`src/dpm_pkg.sv`:
```
// Shared types, constants and helpers for the delimiter pair matcher.
// No dependencies; imported by every module of the block but dpm_ram, and by the bench.
package dpm_pkg;

    localparam int STACK_DEPTH  = 12;
    localparam int PAIR_CLASSES = 5;
    localparam int ENTRIES      = PAIR_CLASSES * STACK_DEPTH;

    localparam int POS_W   = 32;
    localparam int KIND_W  = 4;
    localparam int CLASS_W = 3;
    localparam int ADDR_W  = (ENTRIES > 1) ? $clog2(ENTRIES) : 1;
    localparam int LVL_W   = $clog2(STACK_DEPTH + 1);
    localparam int CLS_W   = (PAIR_CLASSES > 1) ? $clog2(PAIR_CLASSES) : 1;
    localparam int CNT_W   = $clog2(PAIR_CLASSES + 1);

    localparam int M_DATA_W = ((CLASS_W + POS_W + 7) / 8) * 8;

    localparam logic [KIND_W-1:0] TOK_OPEN_BASE  = KIND_W'(1);
    localparam logic [KIND_W-1:0] TOK_CLOSE_BASE = KIND_W'(6);

    typedef enum logic [1:0] {
        REP_UNMATCHED = 2'd0,
        REP_UNCLOSED  = 2'd1,
        REP_OVERFLOW  = 2'd2,
        REP_DONE      = 2'd3
    } report_kind_t;

    typedef struct packed {
        logic               valid;
        report_kind_t       kind;
        logic [CLASS_W-1:0] pair_class;
        logic [POS_W-1:0]   position;
        logic               last;
    } result_t;

    function automatic logic [ADDR_W-1:0] entry_addr(input logic [CLS_W-1:0] cls,
                                                     input logic [LVL_W-1:0] lvl);
        logic [ADDR_W+LVL_W:0] sum;
        sum = (ADDR_W + LVL_W + 1)'(cls) * (ADDR_W + LVL_W + 1)'(STACK_DEPTH)
            + (ADDR_W + LVL_W + 1)'(lvl);
        return sum[ADDR_W-1:0];
    endfunction

endpackage

```
`src/delimiter_pair_matcher_unit.sv`:
```
// Delimiter pair matcher: one position stack per delimiter class in a shared RAM.
// Depends on dpm_pkg, dpm_ram and dpm_ctrl.
//
// Input channel (s_): one classified token per transaction; tuser carries the
// token kind, tdata the position, tlast the end of stream. Result channel (m_):
// tuser carries the report kind, tdata the class and position, tlast marks the
// final result caused by a token.
// Ordinary tokens, openers and closers are accepted back to back while the
// result register is free; each stack push is a single RAM write. An unmatched
// closer or an overflowing opener yields its result in the cycle after
// acceptance and aborts the rest of the stream. The last token of a stream that
// was not aborted starts a drain of the position RAM: each class is scanned in
// turn, each unclosed opener is read from the RAM and then emitted as a result,
// and the done result comes last; no token is taken during the drain.
// Results leave through a single output register; when the receiver stalls the
// result holds and the core waits, tokens that need no result slot included.
// Reset clears all stack levels, the abort flag and the output valid; RAM
// contents are never cleared, as only entries below a stack level are read.
module delimiter_pair_matcher_unit (
    input  logic                         aclk,
    input  logic                         aresetn,
    input  logic                         s_tvalid,
    output logic                         s_tready,
    input  logic [31:0]                  s_tdata,   // [31:0] token_position
    input  logic [3:0]                   s_tuser,   // [3:0] token_kind
    input  logic                         s_tlast,
    output logic                         m_tvalid,
    input  logic                         m_tready,
    output logic [dpm_pkg::M_DATA_W-1:0] m_tdata,   // [2:0] pair_class, [34:3] position
    output logic [1:0]                   m_tuser,   // [1:0] report_kind
    output logic                         m_tlast
);
    import dpm_pkg::*;

    result_t              res;
    logic                 res_free;
    logic                 wr_en, rd_en;
    logic [ADDR_W-1:0]    wr_addr, rd_addr;
    logic [POS_W-1:0]     wr_data, rd_data;

    logic                 m_tvalid_reg;
    logic [M_DATA_W-1:0]  m_tdata_reg;
    logic [1:0]           m_tuser_reg;
    logic                 m_tlast_reg;

    assign res_free = !m_tvalid_reg || m_tready;

    dpm_ctrl u_ctrl (
        .aclk     (aclk),
        .aresetn  (aresetn),
        .s_tvalid (s_tvalid),
        .s_tready (s_tready),
        .tok_kind (s_tuser),
        .tok_pos  (s_tdata),
        .tok_last (s_tlast),
        .res_free (res_free),
        .res      (res),
        .wr_en    (wr_en),
        .wr_addr  (wr_addr),
        .wr_data  (wr_data),
        .rd_en    (rd_en),
        .rd_addr  (rd_addr),
        .rd_data  (rd_data)
    );

    dpm_ram #(
        .DEPTH (ENTRIES),
        .WIDTH (POS_W)
    ) u_ram (
        .aclk    (aclk),
        .wr_en   (wr_en),
        .wr_addr (wr_addr),
        .wr_data (wr_data),
        .rd_en   (rd_en),
        .rd_addr (rd_addr),
        .rd_data (rd_data)
    );

    always_ff @(posedge aclk) begin
        if (!aresetn) begin
            m_tvalid_reg <= 1'b0;
        end else if (res.valid) begin
            m_tvalid_reg <= 1'b1;
        end else if (m_tready) begin
            m_tvalid_reg <= 1'b0;
        end
        if (res.valid) begin
            m_tdata_reg <= M_DATA_W'({res.position, res.pair_class});
            m_tuser_reg <= res.kind;
            m_tlast_reg <= res.last;
        end
    end

    assign m_tvalid = m_tvalid_reg;
    assign m_tdata  = m_tdata_reg;
    assign m_tuser  = m_tuser_reg;
    assign m_tlast  = m_tlast_reg;

endmodule

```
`src/dpm_ram.sv`:
```
// Single-port-write, single-port-read synchronous RAM with a registered read port.
// Generic; no package dependency.
module dpm_ram #(
    parameter int DEPTH = 60,
    parameter int WIDTH = 32
) (
    input  logic                                   aclk,
    input  logic                                   wr_en,
    input  logic [((DEPTH > 1) ? $clog2(DEPTH) : 1)-1:0] wr_addr,
    input  logic [WIDTH-1:0]                       wr_data,
    input  logic                                   rd_en,
    input  logic [((DEPTH > 1) ? $clog2(DEPTH) : 1)-1:0] rd_addr,
    output logic [WIDTH-1:0]                       rd_data
);

    logic [WIDTH-1:0] mem [DEPTH];
    logic [WIDTH-1:0] rd_data_reg;

    always_ff @(posedge aclk) begin
        if (wr_en) begin
            mem[wr_addr] <= wr_data;
        end
        if (rd_en) begin
            rd_data_reg <= mem[rd_addr];
        end
    end

    assign rd_data = rd_data_reg;

endmodule

```
`src/dpm_ctrl.sv`:
```
// Stack controller: per-class levels, abort flag, end-of-stream drain sequencer.
// Depends on dpm_pkg; drives the position RAM (dpm_ram).
module dpm_ctrl (
    input  logic                      aclk,
    input  logic                      aresetn,
    input  logic                      s_tvalid,
    output logic                      s_tready,
    input  logic [dpm_pkg::KIND_W-1:0] tok_kind,
    input  logic [dpm_pkg::POS_W-1:0] tok_pos,
    input  logic                      tok_last,
    input  logic                      res_free,
    output dpm_pkg::result_t          res,
    output logic                      wr_en,
    output logic [dpm_pkg::ADDR_W-1:0] wr_addr,
    output logic [dpm_pkg::POS_W-1:0] wr_data,
    output logic                      rd_en,
    output logic [dpm_pkg::ADDR_W-1:0] rd_addr,
    input  logic [dpm_pkg::POS_W-1:0] rd_data
);
    import dpm_pkg::*;

    typedef enum logic [1:0] {
        S_IDLE,
        S_SCAN,
        S_EMIT
    } state_t;

    state_t           state_reg, state_next;
    logic [LVL_W-1:0] level_reg [PAIR_CLASSES];
    logic [LVL_W-1:0] level_next [PAIR_CLASSES];
    logic             abort_reg, abort_next;
    logic [CNT_W-1:0] cls_reg, cls_next;
    logic [LVL_W-1:0] idx_reg, idx_next;

    logic             is_open, is_close, err;
    logic [KIND_W-1:0] open_off, close_off;
    logic [CLS_W-1:0] tok_cls, cur_cls;

    assign open_off  = tok_kind - TOK_OPEN_BASE;
    assign close_off = tok_kind - TOK_CLOSE_BASE;
    assign is_open   = (tok_kind >= TOK_OPEN_BASE) && (open_off < KIND_W'(PAIR_CLASSES));
    assign is_close  = (tok_kind >= TOK_CLOSE_BASE) && (close_off < KIND_W'(PAIR_CLASSES));
    assign tok_cls   = is_open ? open_off[CLS_W-1:0] : close_off[CLS_W-1:0];
    assign cur_cls   = cls_reg[CLS_W-1:0];

    always_comb begin
        state_next = state_reg;
        abort_next = abort_reg;
        cls_next   = cls_reg;
        idx_next   = idx_reg;
        for (int c = 0; c < PAIR_CLASSES; c++) begin
            level_next[c] = level_reg[c];
        end
        s_tready = 1'b0;
        res      = '0;
        err      = 1'b0;
        wr_en    = 1'b0;
        wr_addr  = entry_addr(tok_cls, level_reg[tok_cls]);
        wr_data  = tok_pos;
        rd_en    = 1'b0;
        rd_addr  = entry_addr(cur_cls, idx_reg);

        case (state_reg)
            S_IDLE: begin
                s_tready = res_free;
                if (s_tvalid && res_free) begin
                    if (!abort_reg) begin
                        if (is_open) begin
                            if (level_reg[tok_cls] == LVL_W'(STACK_DEPTH)) begin
                                err = 1'b1;
                                res = '{1'b1, REP_OVERFLOW, CLASS_W'(tok_cls), tok_pos, 1'b1};
                            end else begin
                                wr_en = 1'b1;
                                level_next[tok_cls] = level_reg[tok_cls] + LVL_W'(1);
                            end
                        end else if (is_close) begin
                            if (level_reg[tok_cls] == '0) begin
                                err = 1'b1;
                                res = '{1'b1, REP_UNMATCHED, CLASS_W'(tok_cls), tok_pos, 1'b1};
                            end else begin
                                level_next[tok_cls] = level_reg[tok_cls] - LVL_W'(1);
                            end
                        end
                        if (err) begin
                            abort_next = 1'b1;
                        end
                    end
                    if (tok_last) begin
                        if (abort_reg || err) begin
                            abort_next = 1'b0;
                            for (int c = 0; c < PAIR_CLASSES; c++) begin
                                level_next[c] = '0;
                            end
                        end else begin
                            state_next = S_SCAN;
                            cls_next   = '0;
                            idx_next   = '0;
                        end
                    end
                end
            end
            S_SCAN: begin
                if (cls_reg == CNT_W'(PAIR_CLASSES)) begin
                    if (res_free) begin
                        res        = '{1'b1, REP_DONE, '0, '0, 1'b1};
                        abort_next = 1'b0;
                        for (int c = 0; c < PAIR_CLASSES; c++) begin
                            level_next[c] = '0;
                        end
                        state_next = S_IDLE;
                    end
                end else if (idx_reg < level_reg[cur_cls]) begin
                    rd_en      = 1'b1;
                    state_next = S_EMIT;
                end else begin
                    cls_next = cls_reg + CNT_W'(1);
                    idx_next = '0;
                end
            end
            S_EMIT: begin
                if (res_free) begin
                    res        = '{1'b1, REP_UNCLOSED, CLASS_W'(cur_cls), rd_data, 1'b0};
                    idx_next   = idx_reg + LVL_W'(1);
                    state_next = S_SCAN;
                end
            end
            default: begin
                state_next = S_IDLE;
            end
        endcase
    end

    always_ff @(posedge aclk) begin
        if (!aresetn) begin
            state_reg <= S_IDLE;
            abort_reg <= 1'b0;
            cls_reg   <= '0;
            idx_reg   <= '0;
            for (int c = 0; c < PAIR_CLASSES; c++) begin
                level_reg[c] <= '0;
            end
        end else begin
            state_reg <= state_next;
            abort_reg <= abort_next;
            cls_reg   <= cls_next;
            idx_reg   <= idx_next;
            for (int c = 0; c < PAIR_CLASSES; c++) begin
                level_reg[c] <= level_next[c];
            end
        end
    end

endmodule

```
`config.mk`:
```
export PLATFORM = sky130hd
export DESIGN_NAME = delimiter_pair_matcher_unit
export DESIGN_NICKNAME = d
export VERILOG_FILES = /design/src/dpm_pkg.sv /design/src/delimiter_pair_matcher_unit.sv /design/src/dpm_ram.sv /design/src/dpm_ctrl.sv
export SDC_FILE = /design/constraint.sdc
export NUM_CORES = 2
export LEC_CHECK = 0
export ABC_AREA = 1
export BUFFER_PORTS_ARGS = -buffer_cell sky130_fd_sc_hd__buf_2
export CAP_MARGIN = 10
export CORE_MARGIN = 8
export CORE_UTILIZATION = 45
export DETAILED_ROUTE_END_ITERATION = 16
export PLACE_DENSITY = 0.63
export SLEW_MARGIN = 10
export SYNTH_ARGS = -nofsm -noshare
export SYNTH_HDL_FRONTEND = slang
export SYNTH_HIERARCHICAL = 1
export SYNTH_SLANG_ARGS = --single-unit
```
`constraint.sdc`:
```
create_clock -name aclk -period 6.6 [get_ports aclk]
set_input_delay 0.66 -clock aclk [delete_from_list [all_inputs] [get_ports aclk]]
set_output_delay 0.66 -clock aclk [all_outputs]
set_load 0.005 [all_outputs]
```
======== After elaboration in Yosys (flattened, before gate mapping) ========
Memory sizes are Yosys's and may differ from the RTL's. A register that Yosys moved wholly into a read port is not among the register bits.
Cells that the tools add are included.
cells by class
  reduce and logical (&&, ||, !) cells .... 16
  $add $sub $neg .......................... 8
  bitwise logic cells ..................... 6
  order comparisons ....................... 7
  equality and inequality tests ........... 14
  muxes and demuxes ....................... 87
  multiply operators ...................... 2
operator list
  cell                   count
  $mux W39               9
  $mux W20               10
  $pmux W39 S3           1
  $mux W4                12
  $bwmux W20             2
  $pmux W20 S2           1
  $mux W1                32
  $mux W3                8
  $mux W2                7
  $add A6 B4 Y6          2
  $demux W4 S3           1
  $pmux W4 S3            1
  $reduce_and A6 Y1      2
  $add A4 B1 Y4 const B  2
  $lt A4 B3 Y1 const B   2
  $mul A3 B2 Y4 const B  2
  $ne A2 B1 Y1 const B   4
  $ne A2 B2 Y1 const B   4
  $sub A4 B1 Y4 const B  2
  $reduce_and A7 Y1      1
  $pmux W2 S3            1
  $pmux W3 S2            1
  $or A1 B1 Y1           5
  $eq A4 B4 Y1 const B   1
  other kinds (22)       27
word-level totals
  memories kept ........................... 2
  bits in registers ....................... 49
  word-level logic and storage cells ...... 150
  RAM bits ................................ 1940
  bits of input ports ..................... 41
  output and inout bits ................... 45
memory list
  name              words  width  rd ports  clocked after Yosys merged registers in  write ports  line            text
  u_ram.mem         60     32     1         1                                        1            dpm_ram.sv:16   logic [WIDTH-1:0] mem [DEPTH];
  u_ctrl.level_reg  5      4      7         1                                        5            dpm_ctrl.sv:29  logic [LVL_W-1:0] level_reg [PAIR_CLASSES];

======== Longest topological paths before layout ========
An unclocked memory read counts as a cell.
  depth in word-level cells ............... 22
  gate-level depth with buffers ........... 26
  gate-level depth less buffers ........... 25

======== Hierarchy ========
Netlist, hierarchy kept.
by module, submodules not included
  module                       cells an instance  area an instance (um2)  times used
  dpm_ram                      6666               79028.3                 1
  dpm_ctrl                     755                4480.5                  1
  delimiter_pair_matcher_unit  50                 1228.7                  1

======== Least setup slack after synthesis ========
OpenSTA, ideal clock, no wires.
  path kind ............................... input-to-reg
  start point ............................. in s_tuser[0]
  end point ............................... mem u_ram.mem[33][0], enable pin
  path buffers ............................ 1
  stages on the path ...................... 17
  arrival time ............................ 6.386 ns
  path slack .............................. -0.289 ns
  cells stage by stage .................... inv_1 > ha_1 > nand2_1 > nand3_1 > nand2_1 > inv_2 > nand2_4 > buf_8 > o21ai_4 > ha_1 > inv_1 > fa_1 > nor2_1 > xor2_1 > xor2_1 > nand4_1 > nor4_1
on the way
  elaborated cells between the ends (all ways) .. 17
  those cells by class .................... add/sub (3); mul (1); order compare (2); eq/ne (1); mux (8); reduce/logical (1); memory (1)
RTL lines
  element                                         line                               text
  from (decl)                                     delimiter_pair_matcher_unit.sv:25  input logic [3:0] s_tuser,
  $sub A4 B1 Y4                                   dpm_ctrl.sv:39                     assign open_off = tok_kind - TOK_OPEN_BASE;
  $lt A4 B3 Y1                                    dpm_ctrl.sv:41                     assign is_open = (tok_kind >= TOK_OPEN_BASE) && (open_off < KIND_W'(PAIR_CLASSES));
  $logic_and A1 B1 Y1                             dpm_ctrl.sv:41
  $mux W3 *                                       dpm_ctrl.sv:43                     assign tok_cls = is_open ? open_off[CLS_W-1:0] : close_off[CLS_W-1:0];
  $mul A3 B2 Y4 or $mem_v2 Z5 W4 (tied branches)  n/a
  $add A6 B4 Y6 *                                 dpm_pkg.sv:41                      + (ADDR_W + LVL_W + 1)'(lvl);
  via wr_addr[5]                                  delimiter_pair_matcher_unit.sv:38  logic [ADDR_W-1:0] wr_addr, rd_addr;
  to (decl)                                       dpm_ram.sv:16
The timed path passes the listed nets; every way through them passes the cells marked *.

======== Worst setup path after layout ========
  start point ............................. in s_tuser[0]
  end point ............................... mem u_ram.mem[16][11], enable pin
on the way
  longest elaborated chain between the ends .. 13
  elaborated cells between the ends (all ways) .. 17
  those cells by class .................... add/sub (3); mul (1); order compare (2); eq/ne (1); mux (8); reduce/logical (1); memory (1)
RTL lines
  element                          line                               text
  $sub A4 B1 Y4                    dpm_ctrl.sv:39
  $lt A4 B3 Y1                     dpm_ctrl.sv:41
  $logic_and A1 B1 Y1              dpm_ctrl.sv:41
  $mux W3                          dpm_ctrl.sv:43
  $mem_v2 Z5 W4                    n/a
  $eq A4 B4 Y1                     dpm_ctrl.sv:69                     if (level_reg[tok_cls] == LVL_W'(STACK_DEPTH)) begin
  $mux W1                          dpm_ctrl.sv:69
  $mux W1 *                        dpm_ctrl.sv:68                     if (is_open) begin
  $mux W1 *                        dpm_ctrl.sv:67                     if (!abort_reg) begin
  $mux W1 *                        dpm_ctrl.sv:66                     if (s_tvalid && res_free) begin
  $mux W1 *                        dpm_ctrl.sv:63                     case (state_reg)
  via wr_en                        delimiter_pair_matcher_unit.sv:37  logic wr_en, rd_en;
  $mux W1 *                        dpm_ram.sv:20                      if (wr_en) begin
  $mux W1 (implied by the code) *  dpm_ram.sv:21                      mem[wr_addr] <= wr_data;
Marks and branches as above.

==> flow_summary.yaml <==
floorplan:
  die_h_um: 449.9
  std_cell_rows: 159
  design.die.area_um2: 202400
  core_area_um2: 187400
  ios: 86
  fp.dieW_um: 449.9
  start_util_pct: 45.22
global_routing:
  grt_pass1_vias: 53126
  grt_pass1_wl_um: 358300
  overflow: 0
  grt_use_total_pct: 23.52
  grt_antenna_before_repair: 8
  grt_start_max_net_pins: 178
power_and_ir_drop:
  netSwitchingFraction_pct: 38.94
  pwr-share-seq_pct: 37.8
  clkPwrFrac_pct: 28.7
  combPwrFrac_pct: 33.5
  p_int_uw: 23770
  vdd.ir_drop.worst_uv: 363.0
  powerDensity_nw_per_um2: 414.1
  leakage_uw: 0.03406
  p_sw_uw: 15160
synthesis:
  synth_warnings: 6
  synth_edf_count: 1990
  syn_area_um2: 84740
  ys_seq_area_share_pct: 71.32
  syn_avg_cell_area_um2: 11.34
  async_flop_share_pct: 0
  synthFlopType: "edfxtp_1"
  synth_cell_type_count: 36
  synthCells: 7471
  ys_seq_elements: 2024
clock_tree:
  cts_sinks: 2024
  cts_tree: "done"
  clock_latency_ps: 860
  hold_buffers: 0
  postCtsSetupBuffers: 0
  cts_buffer_depth: 3
  clk_pin_slew_worst_paths_ps: 60
  post_cts_resized: 0
  h-tree-depth: 4
  numCtsBuffers: 205
  root_buffer: "clkbuf_16"
sta:
  finalSetupViolations: 0
  finClkSkew_ps: 57.23
  worst_slew_pin_slew_ps: 1127
  slew_headroom_pct: 24.70
  fin_crit_ps: 4861
  worst_slack_ps: 1739
  min_period_over_period_pct: 73.65
  drv_slew: 0
  hold_viol: 0
  fmax_ghz: 0.2057
  rsz0062_at_grt: "no"
placed_design:
  dpl.hpwl_um: 139400
  dpl_worst_slack_ps: 932.5
  gp_congestion: 0.9129
  port-buffer-count: 80
worst_setup_path:
  crit_top_cell: "nand2_1"
  crit_fanout: 32
  critPathArrivalTime_ps: 5290
  slowest_stage: "nor2_4"
  worstPathRequired_ps: 7030
  path_delay_family: "simple AND/OR/NAND/NOR gates"
  crit_chain: "buf_2, inv_1, ha_1, inv_1, nand2_1, nand3_1, nand2_1, inv_2, nand2_4, buf_4, nand2_2, nand2_2, inv_2, nand2_1, nand2_1, ha_1, nand3_2, nand2_2, nor2_1, buf_4, nand2_1, nor2_4"
  cp-start-kind: "input pin"
  cp_num_buf_inv: 7
  worstSetupPathType: "input pin to flip-flop"
  critPathCaptureType: "flip-flop"
  critPathMaxStageDelay_ps: 960
routing:
  wl_per_cell_um: 24.55
  drt-pass1-iter-count: 8
  ant_nets: 0
  dr.first_iter.drc_count: 6940
  wl_um: 247000
  drc: 0
  vias: 56722
  vias_per_cell: 5.637
cells_and_area:
  drive_above_1_share_pct: 8.406
  area_growth_pct: 10.95
  largest_reg_flops: 1920
  fin_util_pct: 50.17
  nets: 7469
min_path:
  min_path_type: "input pin to flip-flop"
run_status:
  status: "completed"
job:
  maxCapViolCount: 0
## routing by layer
layer / global-route usage (%) / wire length (µm) / up-vias / share of wire, %
li1: - / - / 25794 / -
met1: 32.19 / 98610 / 27832 / 40
met2: 36.20 / 112600 / 2658 / 46
met3: 4.793 / 23320 / 438 / 9.4
met4: 11.06 / 12440 / 0 / 5.0
met5: 0 / 0 / - / 0
## cell usage after synthesis (24+ instances only)
cell	n	area [µm²]
o21ai_0	165	825.8
buf_4	86	645.6
nor2_1	368	1381
edfxtp_1	1990	59760
nand3_1	1608	8048
buf_6	44	495.5
ha_1	24	300.3
inv_1	235	882.1
nand2_1	2349	8817
clkbuf_1	209	784.5
a21oi_1	73	365.4
buf_2	77	385.4
dfxtp_1	34	680.7
buf_1	69	259.0
## final timing paths
| check | startpoint | cells after the start | endpoint | slack, ps |
|---|---|---|---|---|
| worst max-delay path | s_tuser[0] | 22 | u_ram/mem[16][11] | 1740 |
| worst min-delay path | aresetn | 3 | u_ctrl/state_reg[0] | 180 |
| worst max register to register | u_ctrl/cls_reg[1] | 10 | u_ram/rd_data[21] | 2400 |
| worst min register to register | u_ctrl/level_reg[1][2] | 2 | u_ctrl/level_reg[1][2] | 480 |
## placed cells by master (no fill, tap or decap), types with 14 or more instances in the layout
| cell type | count |
|---|---|
| buf_2 | 51 |
| nand2_2 | 19 |
| buf_12 | 31 |
| clkinv_2 | 42 |
| inv_1 | 233 |
| clkbuf_1 | 44 |
| nand2_1 | 2349 |
| nand4_1 | 19 |
| dfxtp_1 | 32 |
| clkbuf_16 | 207 |
| inv_2 | 15 |
| o21ai_0 | 165 |
| nand3_1 | 1607 |
| clkinv_1 | 48 |
| a21oi_1 | 73 |
| nor2_4 | 57 |
| edfxtp_1 | 1990 |
| ha_1 | 23 |
| buf_4 | 126 |
| nand3_2 | 14 |
| nor2_1 | 311 |
## metrics by stage
step	power, µW	hold slack (ps)	setup TNS, ps	cells	instance area, µm²
final	38940	178.4	0	10062	94020
after global routing	40420	162.6	0	10061	94020
after CTS	38770	119.5	0	10061	94020
after detailed placement	27660	472.4	0	9688	87600
after global placement	27560	468.3	0	9688	87600
after floorplan	22850	458.8	-36940	7475	84750
## tightest hold or removal path, delay by kind of cell
family	cells	cell delay, ps
simple gates	1	100
buf+inv	1	190
compound gates	1	40
## layout make-up
type / count / area [µm²]
tap: 2495 / 3122
antenna: 1 / 2.502
timing repair buffer: 208 / 1822
multi-input combinational: 4707 / 21230
clock inverter: 122 / 1075
fill: 16395 / 93380
inverter: 254 / 982.2
clock buffer: 251 / 5345
sequential: 2024 / 60450
## kinds of logic after synthesis
group | share of synthesized area [%]
AO/OA/AOI/OAI | 1.660
XOR/XNOR | 0.1034
adder cells (fa/ha/maj) | 0.4489
buffers and inverters | 4.252
flip-flops | 71.32
other | 0.004425
AND/OR/NAND/NOR | 22.21
## power by group through the flow
| stage | clock [µW] | combinational, µW | sequential, µW |
|---|---|---|---|
| 2_1_floorplan | 0 | 8040 | 14800 |
| 3_3_place_gp | 0 | 12600 | 15000 |
| 3_5_place_dp | 0 | 12700 | 15000 |
| 4_1_cts | 11300 | 12700 | 14700 |
| 5_1_grt | 11800 | 13900 | 14700 |
| 6_report | 11200 | 13100 | 14700 |
Power figures use the tool's default switching activity.
